File: src/design/fce_pkg.sv
// Shared types and constants for the frame cadence estimator.
`default_nettype none

package fce_pkg;

  // Field widths of the timing inputs and count outputs.
  localparam int unsigned TimeW = 22;
  localparam int unsigned HystW = 20;
  localparam int unsigned MinW  = 40;
  localparam int unsigned CntW  = 8;

  // Configuration register indexes.
  localparam logic RegMinDrift = 1'b0;
  localparam logic RegHyst     = 1'b1;

  // Request commands.
  localparam logic CmdUpdate = 1'b0;
  localparam logic CmdClear  = 1'b1;

  typedef enum logic [1:0] {
    CAD_NONE   = 2'd0,
    CAD_REPEAT = 2'd1,
    CAD_KEEP   = 2'd2,
    CAD_TWO    = 2'd3
  } cadence_e;

  typedef enum logic [1:0] {
    CAND_REPEAT = 2'd0,
    CAND_KEEP   = 2'd1,
    CAND_TWO    = 2'd2
  } cand_e;

endpackage

`default_nettype wire

File: src/design/fce_div.sv
// Restoring divider, one quotient bit per cycle.
`default_nettype none

module fce_div #(
  parameter int unsigned W = 33
) (
  input  wire logic         clk_i,
  input  wire logic         rst_ni,
  input  wire logic         start_i,
  input  wire logic [W-1:0] num_i,
  input  wire logic [W-1:0] den_i,
  output logic              done_o,
  output logic [W-1:0]      quot_o
);

  localparam int unsigned CW = $clog2(W);

  logic [W-1:0]  quo_q, rem_q, den_q;
  logic [CW-1:0] cnt_q;
  logic          run_q, done_q;
  logic [W:0]    shift_w, diff_w;
  logic          take_w;

  assign shift_w = {rem_q, quo_q[W-1]};
  assign diff_w  = shift_w - {1'b0, den_q};
  assign take_w  = shift_w >= {1'b0, den_q};

  always_ff @(posedge clk_i or negedge rst_ni) begin
    if (!rst_ni) begin
      run_q  <= 1'b0;
      done_q <= 1'b0;
      cnt_q  <= '0;
      quo_q  <= '0;
      rem_q  <= '0;
      den_q  <= '0;
    end else begin
      done_q <= 1'b0;
      if (start_i) begin
        quo_q <= num_i;
        rem_q <= '0;
        den_q <= den_i;
        cnt_q <= '0;
        run_q <= 1'b1;
      end else if (run_q) begin
        rem_q <= take_w ? diff_w[W-1:0] : shift_w[W-1:0];
        quo_q <= {quo_q[W-2:0], take_w};
        cnt_q <= cnt_q + 1'b1;
        if (cnt_q == CW'(W - 1)) begin
          run_q  <= 1'b0;
          done_q <= 1'b1;
        end
      end
    end
  end

  assign done_o = done_q;
  assign quot_o = quo_q;

endmodule

`default_nettype wire

File: src/design/frame_cadence_estimator.sv
// Frame cadence estimator top level: sequencer, serial divider and multiplier, cadence state.
//
//   channel   direction  signals
//   in        request    in_valid_i / in_ready_o, command, interval, duration, drift
//   out       result     out_valid_o / out_ready_i, changed, kind, counts
//   cfg       write      cfg_we_i, cfg_idx_i, cfg_data_i
//
// One request at a time. Each tried candidate is paced by the bit-serial
// divider (DW = 33 at defaults) and the 22-step shift-add multiplier; a clear
// skips the candidates and goes straight to the result.
// A finished result waits in the output register; the next request is taken
// while it waits, and the block stalls only at the end of that next request.
// Reset clears the cadence state and loads the register defaults.
`default_nettype none

module frame_cadence_estimator
  import fce_pkg::*;
#(
  parameter int unsigned MAX_PATTERN_COUNT = 255
) (
  input  wire logic             clk_i,
  input  wire logic             rst_ni,
  input  wire logic             cfg_we_i,
  input  wire logic             cfg_idx_i,
  input  wire logic [MinW-1:0]  cfg_data_i,
  input  wire logic             in_valid_i,
  output logic                  in_ready_o,
  input  wire logic             command_i,
  input  wire logic [TimeW-1:0] render_interval_us_i,
  input  wire logic [TimeW-1:0] frame_duration_us_i,
  input  wire logic [TimeW-1:0] max_drift_us_i,
  output logic                  out_valid_o,
  input  wire logic             out_ready_i,
  output logic                  changed_o,
  output logic [1:0]            cadence_kind_o,
  output logic [CntW-1:0]       count_first_o,
  output logic [CntW-1:0]       count_second_o
);

  localparam int unsigned CW  = $clog2(MAX_PATTERN_COUNT + 1);
  localparam int unsigned FW  = (CW > CntW) ? CW : CntW;
  localparam int unsigned NW  = CW + 1;
  localparam int unsigned RW  = NW + TimeW + 1;
  localparam int unsigned DW  = RW + 1;
  localparam int unsigned PW  = RW + TimeW;
  localparam int unsigned MCW = $clog2(TimeW);

  typedef enum logic [3:0] {
    ST_IDLE, ST_RSET, ST_RDIV, ST_MUL1, ST_DLT, ST_FDIV, ST_MUL2,
    ST_FCHK, ST_NEXT, ST_PICK, ST_HYS, ST_HMUL, ST_HCHK, ST_FIN
  } state_e;

  state_e           state_q;
  cand_e            cand_q;
  logic [TimeW-1:0] ri_q, fd_q, drift_q;
  logic [MinW-1:0]  min_q;
  logic [HystW-1:0] hyst_q, hold_q;
  logic [NW-1:0]    n_q;
  logic [RW-1:0]    rend_q;
  logic [PW-1:0]    acc_q, mcand_q;
  logic [TimeW-1:0] mplier_q;
  logic [MCW-1:0]   mcnt_q;
  cadence_e         ck_q, cur_kind_q, pend_kind_q;
  logic [FW-1:0]    cf_q, cs_q, cur_first_q, cur_second_q, pend_first_q, pend_second_q;
  logic             chg_q;
  logic             out_valid_q, out_chg_q;
  logic [1:0]       out_kind_q;
  logic [CntW-1:0]  out_first_q, out_second_q;

  // Divider hookup
  logic          div_start, div_done;
  logic [DW-1:0] div_num, div_den, quot;

  logic [TimeW:0] x_w;
  logic [TimeW-1:0] y_w;
  logic [DW-1:0] rnum_w, rden_w;
  logic          q_ok;
  logic [RW-1:0] rend_w, act_w, delta_w;
  logic          mul_run, mul_last;
  logic          eq_cur, eq_pend;
  logic [HystW-1:0] hold_inc;
  logic          in_fire;

  assign in_fire = in_valid_i && in_ready_o;

  always_comb begin
    unique case (cand_q)
      CAND_KEEP: begin
        x_w = {1'b0, ri_q};
        y_w = fd_q;
      end
      CAND_TWO: begin
        x_w = {fd_q, 1'b0};
        y_w = ri_q;
      end
      default: begin
        x_w = {1'b0, fd_q};
        y_w = ri_q;
      end
    endcase
  end

  assign rnum_w = DW'({x_w, 1'b0}) + DW'(y_w);
  assign rden_w = DW'({y_w, 1'b0});

  assign q_ok = (quot != '0) &&
                ((cand_q == CAND_TWO) ? (quot <= DW'(2 * MAX_PATTERN_COUNT))
                                      : (quot <= DW'(MAX_PATTERN_COUNT)));

  always_comb begin
    unique case (cand_q)
      CAND_KEEP: begin
        rend_w = RW'(ri_q);
        act_w  = acc_q[RW-1:0];
      end
      CAND_TWO: begin
        rend_w = acc_q[RW-1:0];
        act_w  = RW'({fd_q, 1'b0});
      end
      default: begin
        rend_w = acc_q[RW-1:0];
        act_w  = RW'(fd_q);
      end
    endcase
  end

  assign delta_w = (rend_w > act_w) ? (rend_w - act_w) : (act_w - rend_w);

  always_comb begin
    div_start = 1'b0;
    div_num   = rnum_w;
    div_den   = rden_w;
    if (state_q == ST_RSET) begin
      div_start = (y_w != '0);
    end else if (state_q == ST_DLT) begin
      div_start = (rend_w != act_w);
      div_num   = DW'(drift_q) + DW'(delta_w) - DW'(1);
      div_den   = DW'(delta_w);
    end
  end

  fce_div #(.W(DW)) u_div (
    .clk_i   (clk_i),
    .rst_ni  (rst_ni),
    .start_i (div_start),
    .num_i   (div_num),
    .den_i   (div_den),
    .done_o  (div_done),
    .quot_o  (quot)
  );

  assign mul_run  = (state_q == ST_MUL1) || (state_q == ST_MUL2) || (state_q == ST_HMUL);
  assign mul_last = (mcnt_q == MCW'(TimeW - 1));

  assign eq_cur  = (ck_q == cur_kind_q) && (cf_q == cur_first_q) && (cs_q == cur_second_q);
  assign eq_pend = (ck_q == pend_kind_q) && (cf_q == pend_first_q) &&
                   (cs_q == pend_second_q);
  assign hold_inc = (hold_q == '1) ? hold_q : hold_q + 1'b1;

  always_ff @(posedge clk_i or negedge rst_ni) begin
    if (!rst_ni) begin
      state_q       <= ST_IDLE;
      cand_q        <= CAND_REPEAT;
      ri_q          <= '0;
      fd_q          <= '0;
      drift_q       <= '0;
      min_q         <= MinW'(10000000);
      hyst_q        <= HystW'(100000);
      hold_q        <= '0;
      n_q           <= '0;
      rend_q        <= '0;
      acc_q         <= '0;
      mcand_q       <= '0;
      mplier_q      <= '0;
      mcnt_q        <= '0;
      ck_q          <= CAD_NONE;
      cf_q          <= '0;
      cs_q          <= '0;
      cur_kind_q    <= CAD_NONE;
      cur_first_q   <= '0;
      cur_second_q  <= '0;
      pend_kind_q   <= CAD_NONE;
      pend_first_q  <= '0;
      pend_second_q <= '0;
      chg_q         <= 1'b0;
      out_valid_q   <= 1'b0;
      out_chg_q     <= 1'b0;
      out_kind_q    <= '0;
      out_first_q   <= '0;
      out_second_q  <= '0;
    end else begin
      if (cfg_we_i) begin
        if (cfg_idx_i == RegMinDrift) begin
          min_q <= cfg_data_i;
        end else begin
          hyst_q <= cfg_data_i[HystW-1:0];
        end
      end

      // Drop the result once taken, unless a new one loads in this cycle.
      if (out_valid_q && out_ready_i && (state_q != ST_FIN)) begin
        out_valid_q <= 1'b0;
      end

      if (mul_run) begin
        acc_q    <= acc_q + (mplier_q[0] ? mcand_q : '0);
        mcand_q  <= mcand_q << 1;
        mplier_q <= mplier_q >> 1;
        mcnt_q   <= mcnt_q + 1'b1;
      end

      unique case (state_q)
        ST_IDLE: begin
          if (in_fire) begin
            ri_q    <= render_interval_us_i;
            fd_q    <= frame_duration_us_i;
            drift_q <= max_drift_us_i;
            cand_q  <= CAND_REPEAT;
            chg_q   <= 1'b0;
            if (command_i == CmdClear) begin
              cur_kind_q    <= CAD_NONE;
              cur_first_q   <= '0;
              cur_second_q  <= '0;
              pend_kind_q   <= CAD_NONE;
              pend_first_q  <= '0;
              pend_second_q <= '0;
              hold_q        <= '0;
              state_q       <= ST_FIN;
            end else begin
              state_q <= ST_RSET;
            end
          end
        end
        ST_RSET: begin
          // Zero divisor rounds to zero: drop this candidate.
          state_q <= (y_w != '0) ? ST_RDIV : ST_NEXT;
        end
        ST_RDIV: begin
          if (div_done) begin
            if (q_ok) begin
              n_q      <= quot[NW-1:0];
              mcand_q  <= PW'(quot[NW-1:0]);
              mplier_q <= (cand_q == CAND_KEEP) ? fd_q : ri_q;
              acc_q    <= '0;
              mcnt_q   <= '0;
              state_q  <= ST_MUL1;
            end else begin
              state_q <= ST_NEXT;
            end
          end
        end
        ST_MUL1: begin
          if (mul_last) begin
            state_q <= ST_DLT;
          end
        end
        ST_DLT: begin
          rend_q  <= rend_w;
          state_q <= (rend_w == act_w) ? ST_PICK : ST_FDIV;
        end
        ST_FDIV: begin
          if (div_done) begin
            mcand_q  <= PW'(rend_q);
            mplier_q <= quot[TimeW-1:0];
            acc_q    <= '0;
            mcnt_q   <= '0;
            state_q  <= ST_MUL2;
          end
        end
        ST_MUL2: begin
          if (mul_last) begin
            state_q <= ST_FCHK;
          end
        end
        ST_FCHK: begin
          state_q <= (acc_q >= PW'(min_q)) ? ST_PICK : ST_NEXT;
        end
        ST_NEXT: begin
          if (cand_q == CAND_TWO) begin
            ck_q    <= CAD_NONE;
            cf_q    <= '0;
            cs_q    <= '0;
            state_q <= ST_HYS;
          end else begin
            cand_q  <= (cand_q == CAND_REPEAT) ? CAND_KEEP : CAND_TWO;
            state_q <= ST_RSET;
          end
        end
        ST_PICK: begin
          cs_q <= '0;
          unique case (cand_q)
            CAND_REPEAT: begin
              ck_q <= CAD_REPEAT;
              cf_q <= FW'(n_q);
            end
            CAND_KEEP: begin
              ck_q <= (n_q == NW'(1)) ? CAD_REPEAT : CAD_KEEP;
              cf_q <= FW'(n_q);
            end
            default: begin
              // Even r repeats r/2; r of one is keep 1 of 2.
              if (!n_q[0]) begin
                ck_q <= CAD_REPEAT;
                cf_q <= FW'(n_q >> 1);
              end else if (n_q == NW'(1)) begin
                ck_q <= CAD_KEEP;
                cf_q <= FW'(2);
              end else begin
                ck_q <= CAD_TWO;
                cf_q <= FW'(n_q >> 1) + FW'(1);
                cs_q <= FW'(n_q >> 1);
              end
            end
          endcase
          state_q <= ST_HYS;
        end
        ST_HYS: begin
          if (eq_cur) begin
            hold_q  <= '0;
            state_q <= ST_FIN;
          end else if (eq_pend || ({2'b00, hyst_q} <= ri_q)) begin
            hold_q   <= hold_inc;
            mcand_q  <= PW'(hold_inc);
            mplier_q <= ri_q;
            acc_q    <= '0;
            mcnt_q   <= '0;
            state_q  <= ST_HMUL;
          end else begin
            pend_kind_q   <= ck_q;
            pend_first_q  <= cf_q;
            pend_second_q <= cs_q;
            hold_q        <= HystW'(1);
            state_q       <= ST_FIN;
          end
        end
        ST_HMUL: begin
          if (mul_last) begin
            state_q <= ST_HCHK;
          end
        end
        ST_HCHK: begin
          if (acc_q >= PW'(hyst_q)) begin
            cur_kind_q   <= ck_q;
            cur_first_q  <= cf_q;
            cur_second_q <= cs_q;
            chg_q        <= 1'b1;
          end
          state_q <= ST_FIN;
        end
        ST_FIN: begin
          // Hold until the output register is free.
          if (!out_valid_q || out_ready_i) begin
            out_valid_q  <= 1'b1;
            out_chg_q    <= chg_q;
            out_kind_q   <= cur_kind_q;
            out_first_q  <= cur_first_q[CntW-1:0];
            out_second_q <= cur_second_q[CntW-1:0];
            state_q      <= ST_IDLE;
          end
        end
        default: begin
          state_q <= ST_IDLE;
        end
      endcase
    end
  end

  assign in_ready_o     = (state_q == ST_IDLE);
  assign out_valid_o    = out_valid_q;
  assign changed_o      = out_chg_q;
  assign cadence_kind_o = out_kind_q;
  assign count_first_o  = out_first_q;
  assign count_second_o = out_second_q;

endmodule

`default_nettype wire
File: config.mk
export PLATFORM = sky130hd
export DESIGN_NAME = frame_cadence_estimator
export DESIGN_NICKNAME = d
export VERILOG_FILES = /design/src/design/fce_pkg.sv /design/src/design/fce_div.sv /design/src/design/frame_cadence_estimator.sv
export SDC_FILE = /design/constraint.sdc
export NUM_CORES = 2
export LEC_CHECK = 0
export ABC_CLOCK_PERIOD_IN_PS = 7450
export BUFFER_PORTS_ARGS = -buffer_cell sky130_fd_sc_hd__buf_4
export CAP_MARGIN = 20
export CORE_MARGIN = 5
export CORE_UTILIZATION = 52
export DETAILED_ROUTE_END_ITERATION = 7
export PLACE_DENSITY = 0.73
export SLEW_MARGIN = 15
export SYNTH_ARGS = -nofsm -noshare
export SYNTH_HDL_FRONTEND = slang
export SYNTH_SLANG_ARGS = --single-unit
File: constraint.sdc
create_clock -name clk_i -period 7.45 [get_ports clk_i]
set_input_delay 0.3725 -clock clk_i [delete_from_list [all_inputs] [get_ports clk_i]]
set_output_delay 0.3725 -clock clk_i [all_outputs]
set_load 0.02 [all_outputs]
Word level (Yosys, flattened, before mapping)
Cells that the tools add are included. W data, S select, Z words.

Register bits: 510. Bits of input ports: 113. Output and inout bits: 21.

Add/sub/neg operators: 11. Order comparisons: 7. Eq/ne operators: 41. Multiplexer cells: 120. Bitwise operators: 1. Reduce and logical (&&, ||, !) cells: 35.

Operators with widths (count): $mux W54 (13); $pmux W54 S3 (2); $mux W33 (7); $mux W22 (7); $mux W32 (4); $mux W8 (15); $mux W20 (5); $pmux W8 S2 (6); $pmux W22 S3 (1); $pmux W32 S2 (1); $sub A32 B32 Y32 (2); $pmux W4 S14 (1); $add A54 B54 Y54 (1); $ge A54 B20 Y1 (1); $ge A54 B40 Y1 (1); $mux W4 (12); $pmux W23 S2 (1); $pmux W20 S2 (1); $ge A34 B33 Y1 (1); $add A22 B32 Y33 (1); $le A33 B8 Y1 const B (1); $le A33 B9 Y1 const B (1); $reduce_bool A33 Y1 (1); $sub A33 B1 Y33 const B (1); 47 further kinds (128).

Logic depth before layout (Yosys ltp)
Word-level depth: 9. Depth in mapped cells: 37.

Hierarchy
Synthesis repeated with hierarchy kept, for this count alone.

Cell total of the unflattened synthesis: 4569. Area total of the unflattened synthesis: 37477.2 sq um.

Modules (own cells, without submodules): frame_cadence_estimator (times used 1, cells an instance 3797, area an instance 30645.6 sq um, seq. area each 10102.2 sq um); fce_div (times used 1, cells an instance 772, area an instance 6831.6 sq um, seq. area each 2677.6 sq um).

Worst setup path after synthesis
Ideal clock, no wire load.

Path kind: register to register. Start point: register cand_q[1]. End point: register u_div.quo_q[31] (netlist: u_div.quot_o[31]). Setup time: 0.137 ns. Arrival time: 7.685 ns. Required time: 7.313 ns. Slack: -0.372 ns. Cell stages (with the launch flop): 35. Clock period less this slack: 7.822 ns. Cell sequence: dfrtp_1 -> inv_1 -> ha_1 -> clkbuf_1 -> clkbuf_1 -> clkbuf_1 -> buf_1 -> clkbuf_1 -> buf_2 -> mux2i_1 -> inv_1 -> ha_1 -> buf_2 -> inv_2 -> nor4_4 -> nand4_2 -> a41o_1 -> a31oi_4 -> buf_4 -> buf_2 -> mux2_2 -> ha_1 -> inv_1 -> ha_1 -> fa_1 -> a21o_1 -> a21oi_1 -> nor2b_1 -> a21o_1 -> o21a_1 -> a221oi_1 -> o31a_1 -> o311ai_0 -> xnor2_1 -> o22ai_1.

Cells in the longest elaborated chain, start to end: 9. Elaborated cells on any way between the ends: 19. Those cells by class: add/sub (4); order compare (1); eq/ne (3); mux (9); reduce/logical (2).

Ends and longest elaborated chain: start: declaration (RTL line frame_cadence_estimator.sv:54) `cand_e cand_q;`; start signal: assignment (RTL line frame_cadence_estimator.sv:285) `cand_q <= (cand_q == CAND_REPEAT) ? CAND_KEEP : CAND_TWO;`; $eq A2 B1 Y1 (*) (RTL line frame_cadence_estimator.sv:111) `unique case (cand_q)`; $mux W32 (*) (RTL line frame_cadence_estimator.sv:111); via rend_w[20] (RTL line frame_cadence_estimator.sv:78) `logic [RW-1:0] rend_w, act_w, delta_w;`; $sub A32 B32 Y32 / $gt A32 B32 Y1 (equally long branches) (RTL line frame_cadence_estimator.sv:127) `assign delta_w = (rend_w > act_w) ? (rend_w - act_w) : (act_w - rend_w);`; $mux W32 (RTL line frame_cadence_estimator.sv:127); $add A22 B32 Y33 (RTL line frame_cadence_estimator.sv:137) `div_num = DW'(drift_q) + DW'(delta_w) - DW'(1);`; $sub A33 B1 Y33 (RTL line frame_cadence_estimator.sv:137); $mux W33 (RTL line frame_cadence_estimator.sv:135) `end else if (state_q == ST_DLT) begin`; $mux W33 (RTL line frame_cadence_estimator.sv:133) `if (state_q == ST_RSET) begin`; $mux W33 (RTL line fce_div.sv:38) `if (start_i) begin`; end signal: assignment (RTL line fce_div.sv:39) `quo_q <= num_i;`; end signal: assignment (RTL line fce_div.sv:46) `quo_q <= {quo_q[W-2:0], take_w};`; end: declaration (RTL line fce_div.sv:18) `logic [W-1:0] quo_q, rem_q, den_q;`.

The timed path passes the listed nets; every way through them passes the cells marked *. A chain may end at the register's enable or synchronous reset.

Worst setup path in the final report
Start point: register cand_q[0]. End point: register u_div.quo_q[25] (netlist: u_div.quot_o[25]).

Cells in the longest elaborated chain, start to end: 9. Elaborated cells on any way between the ends: 19. Those cells by class: add/sub (4); order compare (1); eq/ne (3); mux (9); reduce/logical (2).

Ends and longest elaborated chain (RTL line): $eq A2 B2 Y1 / $eq A2 B1 Y1 (equally long branches) (frame_cadence_estimator.sv:111, frame_cadence_estimator.sv:87); $pmux W32 S2 / $mux W32 (equally long branches) (frame_cadence_estimator.sv:111); $sub A32 B32 Y32 / $gt A32 B32 Y1 (equally long branches) (frame_cadence_estimator.sv:127); $mux W32 (frame_cadence_estimator.sv:127); $add A22 B32 Y33 (frame_cadence_estimator.sv:137); $sub A33 B1 Y33 (frame_cadence_estimator.sv:137); $mux W33 (frame_cadence_estimator.sv:135); $mux W33 (frame_cadence_estimator.sv:133); $mux W33 (fce_div.sv:38).

Parallel ways exist; a longest one is shown, timed or not.

==> run_results.csv <==
group,metric,value,unit
clocking,clk-insertion-delay-late,670,ps
clocking,cts_root_buf,"sky130_fd_sc_hd__clkbuf_16",
critical_path,cp.required,7970,ps
floorplan,chipHeight,279,µm
critical_path,worst-r2r-cell-count,29,
sta,rsz0062_at_grt,"no",
finish,area_of_all_sequential_standard_cells,0.0128,mm²
synth,proportion_of_synthesized_flip_flops_having_asynchronous_set_or_reset,1.00,
global_route,pin_count_of_the_biggest_net_entering_global_routing,149,
synth,syn_avg_cell_area,8.22,µm²
sta,worstMarginPinSlew,1290,ps
sta,slew-limit-headroom,0.133,
synth,ys_seq_area_frac,0.340,
worst_hold_path,hold_depth,3,
power_and_ir_drop,vdd.ir_drop.worst,174,µV
critical_path,cell_family_contributing_the_most_delay_on_the_critical_path,"compound AO/OA/AOI/OAI gates",
synth,synth.cell_area,0.0375,mm²
drt,drt_pre_antenna_iters,8,
sta,setup-violations-final,0,
synth,synth_enable_flop_cells,0,
critical_path,critical_path.n_buffers_inverters,6,
sta,achievable-frequency,142,MHz
drt,route.detailed.drc,0,
synth,post_synth_most_frequent_cells,"sky130_fd_sc_hd__nand2_1 (628), sky130_fd_sc_hd__dfrtp_1 (495), sky130_fd_sc_hd__a21oi_1 (463)",
synth,synthMostInstantiatedCell,"sky130_fd_sc_hd__nand2_1",
sta,timing.final.hold_violations,0,
finish,fill_cells,6354,
synth,synthesis.yosys.warnings,0,
floorplan,pin_count,134,
clocking,cts_max_path_buffers,3,
critical_path,critical_path.most_common_cell,"sky130_fd_sc_hd__a21oi_1",
sta,number_of_pins_with_negative_max_slew_slack_in_the_final_report,0,
drt,drt-initial-drc-count,3926,
critical_path,path_class,"flop to flop",
critical_path,r2r_end,"u_div.quot_o[25]$_DFFE_PN0P_",
place,numPlacedInstances,5484,
global_route,grt_remaining_overflow,0,
sta,totalNegativeSetupSlack,0,ps
synth,dominant_cells_by_area_after_synthesis,"sky130_fd_sc_hd__dfrtp_1 (33%), sky130_fd_sc_hd__ha_1 (10%), sky130_fd_sc_hd__nand2_1 (6.3%), sky130_fd_sc_hd__a21oi_1 (6.2%), sky130_fd_sc_hd__o21ai_0 (4.7%)",
clocking,ctsHtreeMaxLevel,2,
place,io_buffers,133,
floorplan,dieWidth,279,µm
floorplan,rows,98,
place,routabilityCongestion,0.995,
critical_path,reg2reg_slack,390,ps
critical_path,cp_slowest_cell,"sky130_fd_sc_hd__a211oi_1",
critical_path,crit_path_end_kind,"flop",
drt,vias,35000,
finish,multi_input_area,0.0228,mm²
critical_path,cpPeakStageDelay,470,ps
power_and_ir_drop,p_per_area,146,mW/mm²
critical_path,crit-reg2reg-launch,"cand_q[0]$_DFFE_PN0P_",
drt,postRouteWirelength,120000,µm
synth,ys.flop_type,"sky130_fd_sc_hd__dfrtp_1",
worst_hold_path,worstHoldEndpoint,"ri_q[15]$_DFFE_PN0P_",
global_route,first_global_vias,33100,
finish,share_of_post_route_cells_with_drive_strength_above_1,0.0938,
global_route,grt_use_total,0.297,
clocking,numCtsBuffers,57,
drt,route.detailed.vias_per_inst,6.15,
floorplan,fp.dieArea,0.0776,mm²
sta,clock_period_minus_worst_slack,7060,ps
place,detailedPlacementHpwl,88300,µm
synth,synth.ff_latch_count,509,
floorplan,initial_core_utilization,0.525,
sta,period_share,0.948,
run,max_cap_viol_count,0,
global_route,grt_antenna_before_repair,2,
critical_path,crit_path_max_fanout,7,
clocking,clock_sink_count,509,
worst_hold_path,timing.hold.worst.class,"primary input to flop",
drt,routedWlPerCell,21.1,µm
floorplan,core,0.0715,mm²
critical_path,arrival,7580,ps
synth,synthDominantAreaCellType,"sky130_fd_sc_hd__dfrtp_1",
synth,synth.top_cell.area_share,0.330,
finish,finish.net_count,5119,
global_route,first_pass_grt_wire_length,187000,µm
synth,synthesis.nets,4984,
drt,final_antenna_net_count,0,
power_and_ir_drop,leakagePower,20.5,nW
synth,yosys.cell_types.count,91,
finish,stdcell_count,5696,
worst_hold_path,min_delay_src,"render_interval_us_i[15]",
outcome,run_status,"finished, final reports clean",
clocking,path_clk_slew,60,ps
sta,fin_worst_skew,49.2,ps
synth,post_synth_inst_count,4563,
clocking,cts_tree,"done",
finish,syn2layout_area_growth,13.6,%
critical_path,timing.critical_path.from_type,"flop",
## area by class of cell
| class | instances | area share |
|---|---|---|
| inverter | 301 | 0.0266 |
| antenna | 1 | 0.0000587 |
| clock buffer | 82 | 0.0387 |
| sequential | 509 | 0.299 |
| multi-input combinational | 3505 | 0.535 |
| clock inverter | 24 | 0.00798 |
| timing repair buffer | 323 | 0.0644 |
| timing repair inverter | 1 | 0.000117 |
| tap | 950 | 0.0279 |
## per-stage QoR
| stage | utilization | area [µm²] | hold slack, ps | total power, mW | setup WS [ps] |
|---|---|---|---|---|---|
| after detailed placement | 0.553 | 39500 | 458 | 3.19 | 258 |
| final | 0.596 | 42600 | 62.9 | 6.22 | 388 |
| after global routing | 0.596 | 42600 | 31.2 | 6.42 | 13.4 |
| after CTS | 0.594 | 42500 | 7.11 | 6.25 | 231 |
| after global placement | 0.553 | 39500 | 452 | 3.18 | 454 |
| after floorplan | - | 37500 | 76.9 | 3.03 | 89.8 |
## cells by family after synthesis
kind of cell    Yosys count  synth area share
fa+ha+maj               308             0.104
flops                   509             0.340
mux                     183            0.0508
simple gates           1389             0.168
buf+inv                 549            0.0560
compound gates         1420             0.234
xor+xnor                205            0.0479
## sequential cells by signal (all words and copies together) (netlist names), 6 cells and up
register        flops
acc_q              54
cf_q                8
count_first_o       8
count_second_o      8
cs_q                8
cur_first_q         8
cur_second_q        8
drift_q            22
fd_q               22
hold_q             20
hyst_q             20
mcand_q            54
min_q              40
mplier_q           22
n_q                 9
pend_first_q        8
pend_second_q       8
rend_q             32
ri_q               22
u_div.cnt_q         6
u_div.den_q        32
u_div.quot_o       33
u_div.rem_q        33
## metal layers
| metal | vias to the layer above | wire length (µm) | global-route usage |
|---|---|---|---|
| met1 | 16800 | 52800 | 0.419 |
| met2 | 1481 | 52400 | 0.459 |
| li1 | 16500 | - | - |
| met5 | - | 81 | 0.00733 |
| met4 | 4 | 5050 | 0.107 |
| met3 | 300 | 9780 | 0.0550 |
## layout by cell type, fill, tap and decap left out, types with 57 or more instances in the layout
cell type	instances
sky130_fd_sc_hd__clkbuf_16	57
sky130_fd_sc_hd__nand2_1	625
sky130_fd_sc_hd__buf_4	218
sky130_fd_sc_hd__xor2_1	97
sky130_fd_sc_hd__mux2i_1	127
sky130_fd_sc_hd__ha_1	299
sky130_fd_sc_hd__a211oi_1	62
sky130_fd_sc_hd__o21ai_0	346
sky130_fd_sc_hd__nand4_1	57
sky130_fd_sc_hd__nor2_1	278
sky130_fd_sc_hd__dlygate4sd3_1	96
sky130_fd_sc_hd__nand3_1	117
sky130_fd_sc_hd__a21o_1	135
sky130_fd_sc_hd__a21oi_1	461
sky130_fd_sc_hd__dfrtp_1	492
sky130_fd_sc_hd__inv_1	298
sky130_fd_sc_hd__and2_1	67
sky130_fd_sc_hd__xnor2_1	108
## where the power goes
group / switching [mW] / leakage [nW] / internal [mW]
registers: 0.0260 / 6.11 / 2.82
logic: 0.184 / 13.5 / 0.159
clock network: 1.28 / 0.975 / 1.75
total: 1.49 / 20.5 / 4.73
## worst max-delay path by stage
stage,from,end,slack (ps),depth (start not counted)
final,cand_q[0]$_DFFE_PN0P_,u_div.quot_o[25]$_DFFE_PN0P_,390,29
after global routing,cand_q[1]$_DFFE_PN0P_,u_div.quot_o[25]$_DFFE_PN0P_,10,28
after CTS,cand_q[1]$_DFFE_PN0P_,u_div.quot_o[32]$_DFFE_PN0P_,230,28
after detailed placement,cand_q[1]$_DFFE_PN0P_,u_div.quot_o[32]$_DFFE_PN0P_,260,28
after global placement,cand_q[1]$_DFFE_PN0P_,u_div.quot_o[32]$_DFFE_PN0P_,450,28
after floorplan,cand_q[1]$_DFFE_PN0P_,u_div.quot_o[31]$_DFFE_PN0P_,90,34
## what timing repair did
| action | CTS | global route |
|---|---|---|
| gates resized for setup | 0 | 11 |
| setup endpoints to repair | 0 | 10 |
| hold endpoints to repair | 207 | 0 |
| setup buffers | 0 | 6 |
| hold buffers | 96 | 0 |
## tightest hold or removal path, delay by kind of cell
kind | cells | cell delay (ps)
compound gates | 1 | 110
buf+inv | 1 | 70
simple gates | 1 | 120
Power figures use the tool's default switching activity.
